===== src/hw/rtl/efg_pkg.sv =====
// Shared types, codes and constants of the event flag group unit.
`default_nettype none

package efg_pkg;

  localparam int unsigned WAITERS_DEF   = 8;
  localparam int unsigned TASK_BITS_DEF = 8;
  localparam int unsigned FLAG_W        = 32;
  localparam int unsigned TASK_FIELD_W  = 8;
  localparam int unsigned TOTAL_W       = 4;
  localparam int unsigned MODE_W        = 3;
  localparam int unsigned IN_DATA_W     = 48;
  localparam int unsigned OUT_DATA_W    = 80;
  localparam int unsigned APB_ADDR_W    = 3;
  localparam int unsigned APB_DATA_W    = 32;

  typedef enum logic [1:0] {
    CMD_WAIT   = 2'd0,
    CMD_TRY    = 2'd1,
    CMD_NOTIFY = 2'd2,
    CMD_FLUSH  = 2'd3
  } efg_cmd_e;

  typedef enum logic [1:0] {
    KIND_SUM   = 2'd0,
    KIND_WOKEN = 2'd1,
    KIND_REL   = 2'd2
  } efg_kind_e;

  typedef enum logic [2:0] {
    STAT_OK      = 3'd0,
    STAT_UNAVAIL = 3'd1,
    STAT_PENDING = 3'd2,
    STAT_FULL    = 3'd3,
    STAT_DELETED = 3'd4
  } efg_status_e;

  typedef struct packed {
    logic take;
    logic all;
    logic set;
  } efg_mode_t;

  typedef struct packed {
    logic              ok;
    logic [FLAG_W-1:0] matched;
    logic [FLAG_W-1:0] flags_next;
  } efg_chk_t;

endpackage

`default_nettype wire


===== src/hw/rtl/efg_cell.sv =====
// One waiter cell of the chain: load a new entry or take the neighbor's entry.
`default_nettype none

module efg_cell #(
  parameter int unsigned WIDTH = 43
) (
  input  wire logic             clk_i,
  input  wire logic             shift_i,
  input  wire logic             load_i,
  input  wire logic [WIDTH-1:0] load_data_i,
  input  wire logic [WIDTH-1:0] next_data_i,
  output logic      [WIDTH-1:0] data_o
);

  logic [WIDTH-1:0] data_q, data_d;

  always_comb begin
    data_d = data_q;
    if (load_i) begin
      data_d = load_data_i;
    end else if (shift_i) begin
      data_d = next_data_i;
    end
  end

  always_ff @(posedge clk_i) begin
    data_q <= data_d;
  end

  assign data_o = data_q;

endmodule

`default_nettype wire


===== src/hw/rtl/efg_check.sv =====
// Flag check: match a request to the flag word; take consumes on success.
`default_nettype none

module efg_check import efg_pkg::*; (
  input  wire logic [FLAG_W-1:0] flags_i,
  input  wire efg_mode_t         mode_i,
  input  wire logic [FLAG_W-1:0] mask_i,
  output efg_chk_t               res_o
);

  logic [FLAG_W-1:0] hit;
  logic              ok;

  always_comb begin
    hit = mode_i.set ? (flags_i & mask_i) : (~flags_i & mask_i);
    ok  = mode_i.all ? (hit == mask_i) : (hit != '0);
    res_o.ok         = ok;
    res_o.matched    = hit;
    res_o.flags_next = flags_i;
    if (ok && mode_i.take) begin
      res_o.flags_next = mode_i.set ? (flags_i & ~mask_i) : (flags_i | mask_i);
    end
  end

endmodule

`default_nettype wire


===== src/hw/rtl/event_flag_group_unit.sv =====
// Top level of the event flag group unit: control, flag word and waiter chain.
// Wait and try requests are answered in the cycle after acceptance. Waiters
// sit in a chain of WAITERS cells in arrival order; the head cell feeds one
// shared flag check. Notify makes one pass that rotates the chain and checks
// each waiter in turn, a second pass that rotates again and sends the woken
// ones, then the summary. Flush releases each waiter, then sends the summary.
// Output stalls hold the sending of woken and released waiters and of the
// summary. A write of initial_flags loads the flag word at once.
`default_nettype none

module event_flag_group_unit import efg_pkg::*; #(
  parameter int unsigned WAITERS      = WAITERS_DEF,
  parameter int unsigned TASK_ID_BITS = TASK_BITS_DEF
) (
  input  wire logic                  clk_i,
  input  wire logic                  rst_ni,
  // tdata: task_id[7:0], want_set[8], want_all[9], consume[10], mask[42:11],
  //        set_not_clear[43], zero fill
  input  wire logic                  s_axis_tvalid,
  output logic                       s_axis_tready,
  input  wire logic [IN_DATA_W-1:0]  s_axis_tdata,
  // tuser: cmd[1:0]
  input  wire logic [1:0]            s_axis_tuser,
  output logic                       m_axis_tvalid,
  input  wire logic                  m_axis_tready,
  // tdata: out_task[7:0], status[10:8], matched_flags[42:11],
  //        flags_now[74:43], waiter_total[78:75], zero fill
  output logic      [OUT_DATA_W-1:0] m_axis_tdata,
  // tuser: kind[1:0]
  output logic      [1:0]            m_axis_tuser,
  output logic                       m_axis_tlast,
  input  wire logic                  psel,
  input  wire logic                  penable,
  input  wire logic                  pwrite,
  input  wire logic [APB_ADDR_W-1:0] paddr,
  input  wire logic [APB_DATA_W-1:0] pwdata,
  output logic      [APB_DATA_W-1:0] prdata,
  output logic                       pready
);

  localparam int unsigned CNT_W  = $clog2(WAITERS + 1);
  localparam int unsigned IDX_W  = (WAITERS > 1) ? $clog2(WAITERS) : 1;
  localparam int unsigned MASK_L = 0;
  localparam int unsigned MODE_L = FLAG_W;
  localparam int unsigned TASK_L = FLAG_W + MODE_W;
  localparam int unsigned WOKE_B = TASK_L + TASK_ID_BITS;
  localparam int unsigned SLOT_W = WOKE_B + 1;

  localparam logic [2:0] ST_IDLE  = 3'd0;
  localparam logic [2:0] ST_SCAN  = 3'd1;
  localparam logic [2:0] ST_EMIT  = 3'd2;
  localparam logic [2:0] ST_FLUSH = 3'd3;
  localparam logic [2:0] ST_SUM   = 3'd4;

  logic [2:0]              state_q, state_d;
  logic [CNT_W-1:0]        cnt_q, cnt_d;
  logic [CNT_W-1:0]        step_q, step_d;
  logic [CNT_W-1:0]        final_q, final_d;
  logic [FLAG_W-1:0]       flag_q, flag_d;
  logic [FLAG_W-1:0]       ini_q, ini_d;

  logic                    ov_q, ov_d;
  efg_kind_e               okind_q, okind_d;
  logic [TASK_FIELD_W-1:0] otask_q, otask_d;
  efg_status_e             ostat_q, ostat_d;
  logic [FLAG_W-1:0]       omatch_q, omatch_d;
  logic [FLAG_W-1:0]       oflags_q, oflags_d;
  logic [TOTAL_W-1:0]      ototal_q, ototal_d;
  logic                    olast_q, olast_d;

  logic [SLOT_W-1:0]       cell_data [WAITERS];
  logic [SLOT_W-1:0]       head;
  logic                    shift;
  logic                    load_en;
  logic [IDX_W-1:0]        load_idx;
  logic [SLOT_W-1:0]       load_data;

  logic [FLAG_W-1:0]       chk_flags;
  efg_mode_t               chk_mode;
  logic [FLAG_W-1:0]       chk_mask;
  efg_chk_t                chk;

  logic                    out_free;
  logic                    accept;
  logic                    cfg_wr;
  efg_cmd_e                in_cmd;
  logic [TASK_ID_BITS-1:0] in_task;
  efg_mode_t               in_mode;
  logic [FLAG_W-1:0]       in_mask;
  logic                    in_setbits;
  logic [TASK_ID_BITS-1:0] head_task;
  efg_mode_t               head_mode;
  logic [FLAG_W-1:0]       head_mask;
  logic                    head_woken;

  assign in_cmd     = efg_cmd_e'(s_axis_tuser);
  assign in_task    = TASK_ID_BITS'(s_axis_tdata[TASK_FIELD_W-1:0]);
  assign in_mode    = efg_mode_t'({s_axis_tdata[10], s_axis_tdata[9], s_axis_tdata[8]});
  assign in_mask    = s_axis_tdata[42:11];
  assign in_setbits = s_axis_tdata[43];

  assign head       = cell_data[0];
  assign head_mask  = head[MASK_L +: FLAG_W];
  assign head_mode  = efg_mode_t'(head[MODE_L +: MODE_W]);
  assign head_task  = head[TASK_L +: TASK_ID_BITS];
  assign head_woken = head[WOKE_B];

  assign out_free      = !ov_q || m_axis_tready;
  assign s_axis_tready = (state_q == ST_IDLE) && out_free;
  assign accept        = s_axis_tvalid && s_axis_tready;
  assign cfg_wr        = psel && penable && pwrite && pready && !paddr[2];
  assign pready        = 1'b1;
  assign prdata        = paddr[2] ? '0 : ini_q;

  for (genvar g = 0; g < WAITERS; g++) begin : g_cell
    logic [SLOT_W-1:0] next_data;
    if (g == WAITERS - 1) begin : g_end
      assign next_data = '0;
    end else begin : g_mid
      assign next_data = cell_data[g+1];
    end
    efg_cell #(
      .WIDTH(SLOT_W)
    ) u_cell (
      .clk_i       (clk_i),
      .shift_i     (shift),
      .load_i      (load_en && (load_idx == IDX_W'(g))),
      .load_data_i (load_data),
      .next_data_i (next_data),
      .data_o      (cell_data[g])
    );
  end

  efg_check u_check (
    .flags_i (chk_flags),
    .mode_i  (chk_mode),
    .mask_i  (chk_mask),
    .res_o   (chk)
  );

  always_comb begin
    state_d   = state_q;
    cnt_d     = cnt_q;
    step_d    = step_q;
    final_d   = final_q;
    flag_d    = flag_q;
    ini_d     = ini_q;
    ov_d      = ov_q && !m_axis_tready;
    okind_d   = okind_q;
    otask_d   = otask_q;
    ostat_d   = ostat_q;
    omatch_d  = omatch_q;
    oflags_d  = oflags_q;
    ototal_d  = ototal_q;
    olast_d   = olast_q;
    shift     = 1'b0;
    load_en   = 1'b0;
    load_idx  = IDX_W'(cnt_q - CNT_W'(1));
    load_data = head;
    chk_flags = flag_q;
    chk_mode  = in_mode;
    chk_mask  = in_mask;

    unique case (state_q)
      ST_IDLE: begin
        if (accept) begin
          unique case (in_cmd)
            CMD_WAIT, CMD_TRY: begin
              ostat_d = STAT_OK;
              if (chk.ok) begin
                flag_d = chk.flags_next;
              end else if (in_cmd == CMD_TRY) begin
                ostat_d = STAT_UNAVAIL;
              end else if (cnt_q < CNT_W'(WAITERS)) begin
                load_en   = 1'b1;
                load_idx  = IDX_W'(cnt_q);
                load_data = {1'b0, in_task, in_mode, in_mask};
                cnt_d     = cnt_q + CNT_W'(1);
                ostat_d   = STAT_PENDING;
              end else begin
                ostat_d = STAT_FULL;
              end
              ov_d     = 1'b1;
              okind_d  = KIND_SUM;
              otask_d  = TASK_FIELD_W'(in_task);
              omatch_d = chk.matched;
              oflags_d = flag_d;
              ototal_d = TOTAL_W'(cnt_d);
              olast_d  = 1'b1;
            end
            CMD_NOTIFY: begin
              flag_d  = in_setbits ? (flag_q | in_mask) : (flag_q & ~in_mask);
              step_d  = cnt_q;
              final_d = cnt_q;
              state_d = ST_SCAN;
            end
            CMD_FLUSH: begin
              state_d = ST_FLUSH;
            end
            default: ;
          endcase
        end
      end
      ST_SCAN: begin
        chk_mode = head_mode;
        chk_mask = head_mask;
        if (step_q == '0) begin
          step_d  = cnt_q;
          state_d = ST_EMIT;
        end else begin
          flag_d    = chk.flags_next;
          shift     = 1'b1;
          load_en   = 1'b1;
          load_data = {chk.ok, head_task, head_mode, chk.ok ? chk.matched : head_mask};
          step_d    = step_q - CNT_W'(1);
          if (chk.ok) begin
            final_d = final_q - CNT_W'(1);
          end
        end
      end
      ST_EMIT: begin
        if (step_q == '0) begin
          state_d = ST_SUM;
        end else if (!head_woken) begin
          shift   = 1'b1;
          load_en = 1'b1;
          step_d  = step_q - CNT_W'(1);
        end else if (out_free) begin
          shift    = 1'b1;
          cnt_d    = cnt_q - CNT_W'(1);
          step_d   = step_q - CNT_W'(1);
          ov_d     = 1'b1;
          okind_d  = KIND_WOKEN;
          otask_d  = TASK_FIELD_W'(head_task);
          ostat_d  = STAT_OK;
          omatch_d = head_mask;
          oflags_d = flag_q;
          ototal_d = TOTAL_W'(final_q);
          olast_d  = 1'b0;
        end
      end
      ST_FLUSH: begin
        if (cnt_q == '0) begin
          state_d = ST_SUM;
        end else if (out_free) begin
          shift    = 1'b1;
          cnt_d    = cnt_q - CNT_W'(1);
          ov_d     = 1'b1;
          okind_d  = KIND_REL;
          otask_d  = TASK_FIELD_W'(head_task);
          ostat_d  = STAT_DELETED;
          omatch_d = '0;
          oflags_d = flag_q;
          ototal_d = '0;
          olast_d  = 1'b0;
        end
      end
      ST_SUM: begin
        if (out_free) begin
          ov_d     = 1'b1;
          okind_d  = KIND_SUM;
          otask_d  = '0;
          ostat_d  = STAT_OK;
          omatch_d = '0;
          oflags_d = flag_q;
          ototal_d = TOTAL_W'(cnt_q);
          olast_d  = 1'b1;
          state_d  = ST_IDLE;
        end
      end
      default: begin
        state_d = ST_IDLE;
      end
    endcase

    if (cfg_wr) begin
      ini_d  = pwdata;
      flag_d = pwdata;
    end
  end

  always_ff @(posedge clk_i or negedge rst_ni) begin
    if (!rst_ni) begin
      state_q <= ST_IDLE;
      cnt_q   <= '0;
      step_q  <= '0;
      final_q <= '0;
      flag_q  <= '0;
      ini_q   <= '0;
      ov_q    <= 1'b0;
    end else begin
      state_q <= state_d;
      cnt_q   <= cnt_d;
      step_q  <= step_d;
      final_q <= final_d;
      flag_q  <= flag_d;
      ini_q   <= ini_d;
      ov_q    <= ov_d;
    end
  end

  always_ff @(posedge clk_i) begin
    okind_q  <= okind_d;
    otask_q  <= otask_d;
    ostat_q  <= ostat_d;
    omatch_q <= omatch_d;
    oflags_q <= oflags_d;
    ototal_q <= ototal_d;
    olast_q  <= olast_d;
  end

  assign m_axis_tvalid = ov_q;
  assign m_axis_tuser  = okind_q;
  assign m_axis_tlast  = olast_q;
  assign m_axis_tdata  = {1'b0, ototal_q, oflags_q, omatch_q, ostat_q, otask_q};

`ifndef SYNTH
  a_cnt_bound: assert property (@(posedge clk_i) disable iff (!rst_ni)
    cnt_q <= CNT_W'(WAITERS))
    else $error("waiter count beyond chain length");

  a_last_is_sum: assert property (@(posedge clk_i) disable iff (!rst_ni)
    m_axis_tvalid && m_axis_tlast |-> m_axis_tuser == KIND_SUM)
    else $error("final result of a request is not a summary");

  a_wait_answer: assert property (@(posedge clk_i) disable iff (!rst_ni)
    accept && (in_cmd == CMD_WAIT || in_cmd == CMD_TRY)
      |=> m_axis_tvalid && m_axis_tlast && state_q == ST_IDLE)
    else $error("wait or try request not answered in one cycle");
`endif

endmodule

`default_nettype wire

===== config.mk =====
export PLATFORM = sky130hd
export DESIGN_NAME = event_flag_group_unit
export DESIGN_NICKNAME = d
export VERILOG_FILES = /design/src/hw/rtl/efg_pkg.sv /design/src/hw/rtl/efg_cell.sv /design/src/hw/rtl/efg_check.sv /design/src/hw/rtl/event_flag_group_unit.sv
export SDC_FILE = /design/constraint.sdc
export NUM_CORES = 1
export LEC_CHECK = 0
export ABC_CLOCK_PERIOD_IN_PS = 10000
export BUFFER_PORTS_ARGS = -buffer_cell sky130_fd_sc_hd__buf_2
export CORE_ASPECT_RATIO = 1.25
export CORE_UTILIZATION = 60
export DETAILED_ROUTE_END_ITERATION = 10
export GPL_TIMING_DRIVEN = 1
export PLACE_DENSITY = 0.82
export REMOVE_ABC_BUFFERS = 1
export SYNTH_ARGS = -nofsm -noshare
export SYNTH_HDL_FRONTEND = slang
export SYNTH_SLANG_ARGS = --single-unit

===== constraint.sdc =====
create_clock -name clk_i -period 10 [get_ports clk_i]
set_input_delay 2.5 -clock clk_i [delete_from_list [all_inputs] [get_ports clk_i]]
set_output_delay 2.5 -clock clk_i [all_outputs]
set_load 0.01 [all_outputs]

Word-level counts from Yosys, hierarchy flattened. Cells that the tools add are included. W data, S select, Z words.

Add/sub/neg operators: 4. Muxes and demuxes: 150. Order comparisons: 1. Equal/unequal tests: 34. Reduce and logical (&&, ||, !) cells: 49. Bitwise gates (word level): 9.

Operator list (number): $mux W44 (22); $mux W32 (24); $pmux W32 S4 (2); $and A32 B32 Y32 (4); $pmux W32 S2 (2); $not A32 Y32 (3); $mux W4 (23); $pmux W44 S2 (1); $or A32 B32 Y32 (2); $mux W3 (19); $mux W8 (7); $eq A32 B32 Y1 (1); $pmux W8 S4 (1); $reduce_bool A32 Y1 (1); $mux W1 (27); $pmux W4 S3 (2); $reduce_and A7 Y1 (3); $mux W2 (10); $ne A2 B2 Y1 const B (10); $reduce_and A6 Y1 (3); $reduce_bool A2 Y1 (9); $pmux W4 S4 (1); $eq A3 B3 Y1 const B (5); $logic_and A1 B1 Y1 (15); 29 further kinds (50).

Bits in registers: 514. Input port bits: 92. Output and inout bits: 118. Word-level logic and storage cells: 269.

Depth between registers and ports, before layout.
Word-level depth: 13. Depth in mapped cells: 16. Gate-level depth less buffers: 11.

By module. Synthesis repeated with hierarchy kept, for this count alone.

Cells, all modules: 2095. Area, all modules: 28721.3 µm².

By module, submodules not included: efg_cell (times used 8, sequential area each 1321.3 µm², cells an instance 94, area each 2060.7 µm²); event_flag_group_unit (times used 1, sequential area each 4464.3 µm², cells an instance 1099, area each 10352.4 µm²); efg_check (times used 1, sequential area each 0.0 µm², cells an instance 244, area each 1883.1 µm²).

Worst setup path before layout. No wires, ideal clock.

Kind: in2reg. Start point: in m_axis_tready. End point: reg oflags_q[0] (enable). Stages: 7. Library setup time: 0.470 ns. Path buffers: 0. Arrival time: 6.078 ns. Required time: 9.530 ns. Setup slack: 3.451 ns. Cell sequence: nor2b_1 > nor3_1 > and3b_1 > a311o_1 > o21ai_0 > a21oi_1 > a21boi_0.

Word-level cells in the longest chain between the ends: 5.

RTL lines: from (decl) (RTL line event_flag_group_unit.sv:25) `input wire logic m_axis_tready,`; $logic_or A1 B1 Y1 (RTL line event_flag_group_unit.sv:108) `assign out_free = !ov_q || m_axis_tready;`; $logic_and A1 B1 Y1 (RTL line event_flag_group_unit.sv:109) `assign s_axis_tready = (state_q == ST_IDLE) && out_free;`; via s_axis_tready (RTL line event_flag_group_unit.sv:20) `output logic s_axis_tready,`; $logic_and A1 B1 Y1 (RTL line event_flag_group_unit.sv:110) `assign accept = s_axis_tvalid && s_axis_tready;`; $ne A2 B2 Y1 (no line); $reduce_and A6 Y1 (no line); to (signal assigned) (RTL line event_flag_group_unit.sv:307) `oflags_q <= oflags_d;`; to (decl) (RTL line event_flag_group_unit.sv:67) `logic [FLAG_W-1:0] oflags_q, oflags_d;`.

The timed path passes the listed nets, and every way through them passes these cells. A chain may end at the register's enable or synchronous reset.

Final worst setup path.
Start point: in s_axis_tdata[8]. End point: reg g_cell[7].u_cell.data_q[16] (enable).

Word-level cells in the longest chain between the ends: 11. Elaborated cells between the ends (all ways): 16. Classes of those cells: 2 x eq/ne; 11 x mux; 3 x reduce/logical.

RTL lines: from (decl) (RTL line event_flag_group_unit.sv:21) `input wire logic [IN_DATA_W-1:0] s_axis_tdata,`; $mux W3 (*) (RTL line event_flag_group_unit.sv:164) `unique case (state_q)`; $mux W32 (*) (RTL line efg_check.sv:15) `hit = mode_i.set ? (flags_i & mask_i) : (~flags_i & mask_i);`; $eq A32 B32 Y1 or $reduce_bool A32 Y1 (tied branches) (RTL line efg_check.sv:16) `ok = mode_i.all ? (hit == mask_i) : (hit != '0);`; $mux W1 (*) (RTL line efg_check.sv:16); $mux W3 (RTL line event_flag_group_unit.sv:170) `if (chk.ok) begin`; $mux W3 (RTL line event_flag_group_unit.sv:167) `unique case (in_cmd)`; $mux W3 (RTL line event_flag_group_unit.sv:166) `if (accept) begin`; $mux W3 (RTL line event_flag_group_unit.sv:164); $eq A3 B3 Y1 (RTL line event_flag_group_unit.sv:127) `.load_i (load_en && (load_idx == IDX_W'(g))),`; $logic_and A1 B1 Y1 (*) (RTL line event_flag_group_unit.sv:127); $reduce_bool A2 Y1 (no line) (*); to (signal assigned) (RTL line efg_cell.sv:27) `data_q <= data_d;`; to (decl) (RTL line efg_cell.sv:15) `logic [WIDTH-1:0] data_q, data_d;`.

Every way passes the cells marked *; elsewhere a longest branch is shown, timed or not.

==> impl_results.rst <==
.. list-table::
   :header-rows: 1

   * - Metric
     - Value
   * - Status
     - complete, no violations
   * - Nets
     - about 2,700
   * - Routability-driven placement congestion ratio
     - about 0.95
   * - CTS Buf Count
     - 50
   * - Grt ovf
     - 0
   * - TritonCTS clock tree
     - done
   * - Antenna violations before repair
     - 5
   * - Pre-Repair DR Iteration Count
     - 7
   * - Number of filler instances in the final layout
     - about 3,200
   * - Fin crit share
     - 0.716
   * - Maximum buffer depth of the clock tree
     - 3
   * - Wire length of the first global-routing pass
     - roughly 110 mm
   * - Transition at the pin with the smallest max-transition slack
     - 1230 ps
   * - Post-synthesis to final-layout area growth
     - 11.7%
   * - Path type of the worst min-delay path
     - register to register
   * - Relative slew slack
     - 0.181
   * - Clock transition time at the flip-flop clock pins of the worst setup and hold paths
     - 60 ps
   * - Synth cell count leaders
     - edfxtp_1 (434), nor2_1 (350), a21oi_1 (270)
   * - Fraction of registers with async set/reset
     - 0.156
   * - Effective utilization at floorplan
     - 0.607
   * - Pint
     - ~7 mW
   * - Number of setup violations in the final report
     - 0
   * - Clock H-tree levels
     - 2
   * - Register share of total power
     - 0.420
   * - Commonest register cell after synthesis
     - edfxtp_1
   * - Share of the synthesized area in the top cell type
     - 0.499
   * - Number of max-capacitance violations reported
     - 0
   * - Relative contribution of combinational cells to total power
     - 0.420
   * - Gate Count Post-Synth
     - 2,453
   * - Final Slew Violations
     - 0
   * - Power density over cell area
     - 397 nW/um^2
   * - Clock network fraction of design power
     - 0.160
   * - Static leakage
     - around 11 nW
   * - Final count of hold timing violations
     - 0
   * - Sum of net half-perimeters after detailed placement
     - 47.1 mm
   * - Via count of the first global-routing pass
     - between 15,000 and 20,000
   * - Sw Pwr
     - between 4 and 5 mW
   * - Data required time of the critical path
     - 10,210 ps
   * - Start-to-end type of the worst setup path
     - input pin to register
   * - Width of the die
     - ~190 um
   * - Number of enable flip-flop cells after synthesis
     - approximately 430
   * - Number of different library cells in the post-synthesis netlist
     - 85
   * - Register area share after synthesis
     - 0.575
   * - Arrival time worst endpoint
     - 7370 ps
   * - Number of hold-repair buffers added at the cts stage
     - 0
   * - Min Clock Period, post-route
     - ~7200 ps
   * - Total wire length after detailed routing
     - around 72 mm
   * - Average cell area after synthesis
     - around 11 sq um
   * - Cell accounting for the most synthesized area
     - edfxtp_1
   * - Clock tree root driver cell
     - clkbuf_16
   * - Total GRT Usage
     - 0.319
   * - Area of the die
     - about 44,000 sq um
   * - Maximum fanout encountered on the critical timing path
     - 53
   * - Number of synthesized register bits
     - 514
   * - Pin count of the biggest net entering global routing
     - 90
   * - CP Capture Type
     - register
   * - Most frequently used cell type in the post-synthesis netlist
     - edfxtp_1
   * - Maximum operating frequency
     - roughly 140 MHz
   * - Setup repair bufs after CTS
     - 0
   * - Yosys warns
     - 0
   * - Drt via density
     - around 6.4
   * - Placed standard-cell area
     - 27,600 sq um
   * - Post-cts resize count
     - 0
   * - Wire per inst
     - 22.6 um
   * - Clk_lat worst skew
     - 600 ps
   * - Crit path top cell by count
     - buf_4
   * - Area of the mapped netlist
     - 26,100 sq um
   * - Worst VDD drop
     - approximately 0.29 mV
   * - Number of cell rows
     - 85
   * - Core outline area
     - about 43,000 sq um
   * - Cell family with the largest share of critical-path delay
     - buffers and inverters
   * - Share of layout cells above drive strength 1
     - 0.151
   * - Cell breakdown of the critical path
     - buf_2 -> a21o_2 -> buf_4 -> o221ai_1 -> o32ai_1 -> nand4_1 -> o21ai_2 -> nand3_1 -> o22ai_1 -> o21bai_4 -> buf_4 -> nand2_2 -> buf_4
   * - I/O pin cnt
     - 210
   * - Post-detailed-route count of antenna-violating nets
     - 0
   * - Sinks on Clock Net
     - roughly 510
   * - Unrepaired setup endpoints after global routing
     - no
   * - Synth top area cells
     - edfxtp_1 (50%), dfrtp_1 (7.7%), a21oi_1 (5.2%)
   * - Detailed-route via count
     - 20,500
   * - Number of input and output port buffers inserted
     - roughly 200
   * - Slowest Stage Delay on Critical Path
     - between 500 and 600 ps
   * - Final setup skew
     - 23.5 ps
   * - DRC errors left
     - 0
   * - Sum Neg Setup Slack
     - 0 ps
   * - Number of buffer and inverter stages on the critical path
     - 4
   * - Startpoint type of the worst setup path
     - input pin
   * - Die Y-Extent
     - approximately 240 um
   * - Share of total power consumed by net switching
     - 0.413
   * - Cell at the slowest stage of the critical path
     - buf_4
   * - 1st-iter DRT viols
     - approximately 2,400
   * - Final design instance area without fill
     - slightly below 30,000 sq um
-- cells by family (layout without fill, tap and decap cells) --
group,Yosys count,after routing,synth area share
simple gates,799,799,0.133
compound gates,725,725,0.194
flops,514,514,0.575
buf+inv,262,419,0.0413
mux,104,104,0.0400
xor+xnor,42,42,0.0141
fa+ha+maj,5,5,0.00239
other cells,2,9,0.000287
-- worst paths after layout --
check / depth (start not counted) / endpoint / startpoint / slack, ps
min: 2 / ini_q[19] / ini_q[19] / 470
min in group asynchronous: 1 / asynchronous set/reset pin / rst_ni / 1730
max reg2reg: 14 / g_cell[7].u_cell.data_o[16] / state_q[0] / 3630
max in group asynchronous: 2 / cnt_q[3] / rst_ni / 7000
min reg2reg: 2 / ini_q[19] / ini_q[19] / 470
max: 13 / g_cell[7].u_cell.data_o[16] / s_axis_tdata[8] / 2840
-- stage by stage --
step | worst slack (ps) | utilization | hold slack [ps] | total power, mW | cells
6_report | 2840 | 0.678 | 472 | 11.6 | 3182
5_1_grt | 2750 | 0.678 | 489 | 12.2 | 3179
4_1_cts | 2920 | 0.678 | 474 | 11.5 | 3175
3_5_place_dp | 2300 | 0.640 | 456 | 9.65 | 3084
3_3_place_gp | 2420 | 0.640 | 453 | 9.37 | 3084
2_1_floorplan | -2310 | - | 438 | 7.95 | 2276
-- power by group through the flow --
stage / clock network [mW] / logic (mW) / registers, mW
floorplan: 0 / 3.08 / 4.87
global placement: 0 / 4.56 / 4.81
detailed placement: 0 / 4.77 / 4.88
CTS: 1.87 / 4.83 / 4.85
global route: 1.95 / 5.27 / 4.96
finish: 1.85 / 4.87 / 4.86
-- metal layers --
metal / up-vias / wire length [um] / GRT usage / part of all wire
met2: 1171 / 34900 / 0.527 / 0.49
met4: 0 / 2990 / 0.144 / 0.042
met5: - / 0 / 0 / 0
li1: 9238 / - / - / -
met3: 217 / 6230 / 0.0417 / 0.087
met1: 9865 / 27800 / 0.423 / 0.39
-- registers in the layout (all words and copies together) (netlist names), 4 cells and up, named ones only --
name / cells
cnt_q: 4
final_q: 4
g_cell.u_cell.data_o: 352
ini_q: 32
oflags_q: 32
omatch_q: 32
otask_q: 8
ototal_q: 4
step_q: 4
-- cell usage in the layout, fill, tap and decap left out, types with 43 or more instances in the layout --
cell type,n
mux2i_1,100
o21ai_0,148
a21oi_1,267
buf_4,43
a22o_1,43
clkbuf_16,51
inv_1,85
nand2_1,243
dfrtp_1,80
nor2b_1,54
edfxtp_1,434
nor2_1,347
buf_2,200
nand3_1,45
-- worst reg2reg max path: cells and delay by family, from the launching register on --
| kind | cells | cell delay, ps |
|---|---|---|
| DFF | 1 | 320 |
| buffers and inverters | 4 | 1940 |
| and+or+nand+nor | 5 | 1470 |
| muxes | 1 | 850 |
| AOI/OAI and AO/OA | 4 | 1330 |
-- area by class of cell --
class / count / area, sq um / share of cell area
Clock buffer: 67 / 1390 / 0.0475
Clock inverter: 24 / 226 / 0.00776
Timing Repair Buffer: 243 / 1320 / 0.0453
Antenna cell: 7 / 17.5 / 0.000600
Inverter: 85 / 319 / 0.0109
Tap cell: 565 / 707 / 0.0242
Multi-Input combinational cell: 1677 / 10200 / 0.349
Sequential cell: 514 / 15000 / 0.515
(Power assumes the default switching activity.)
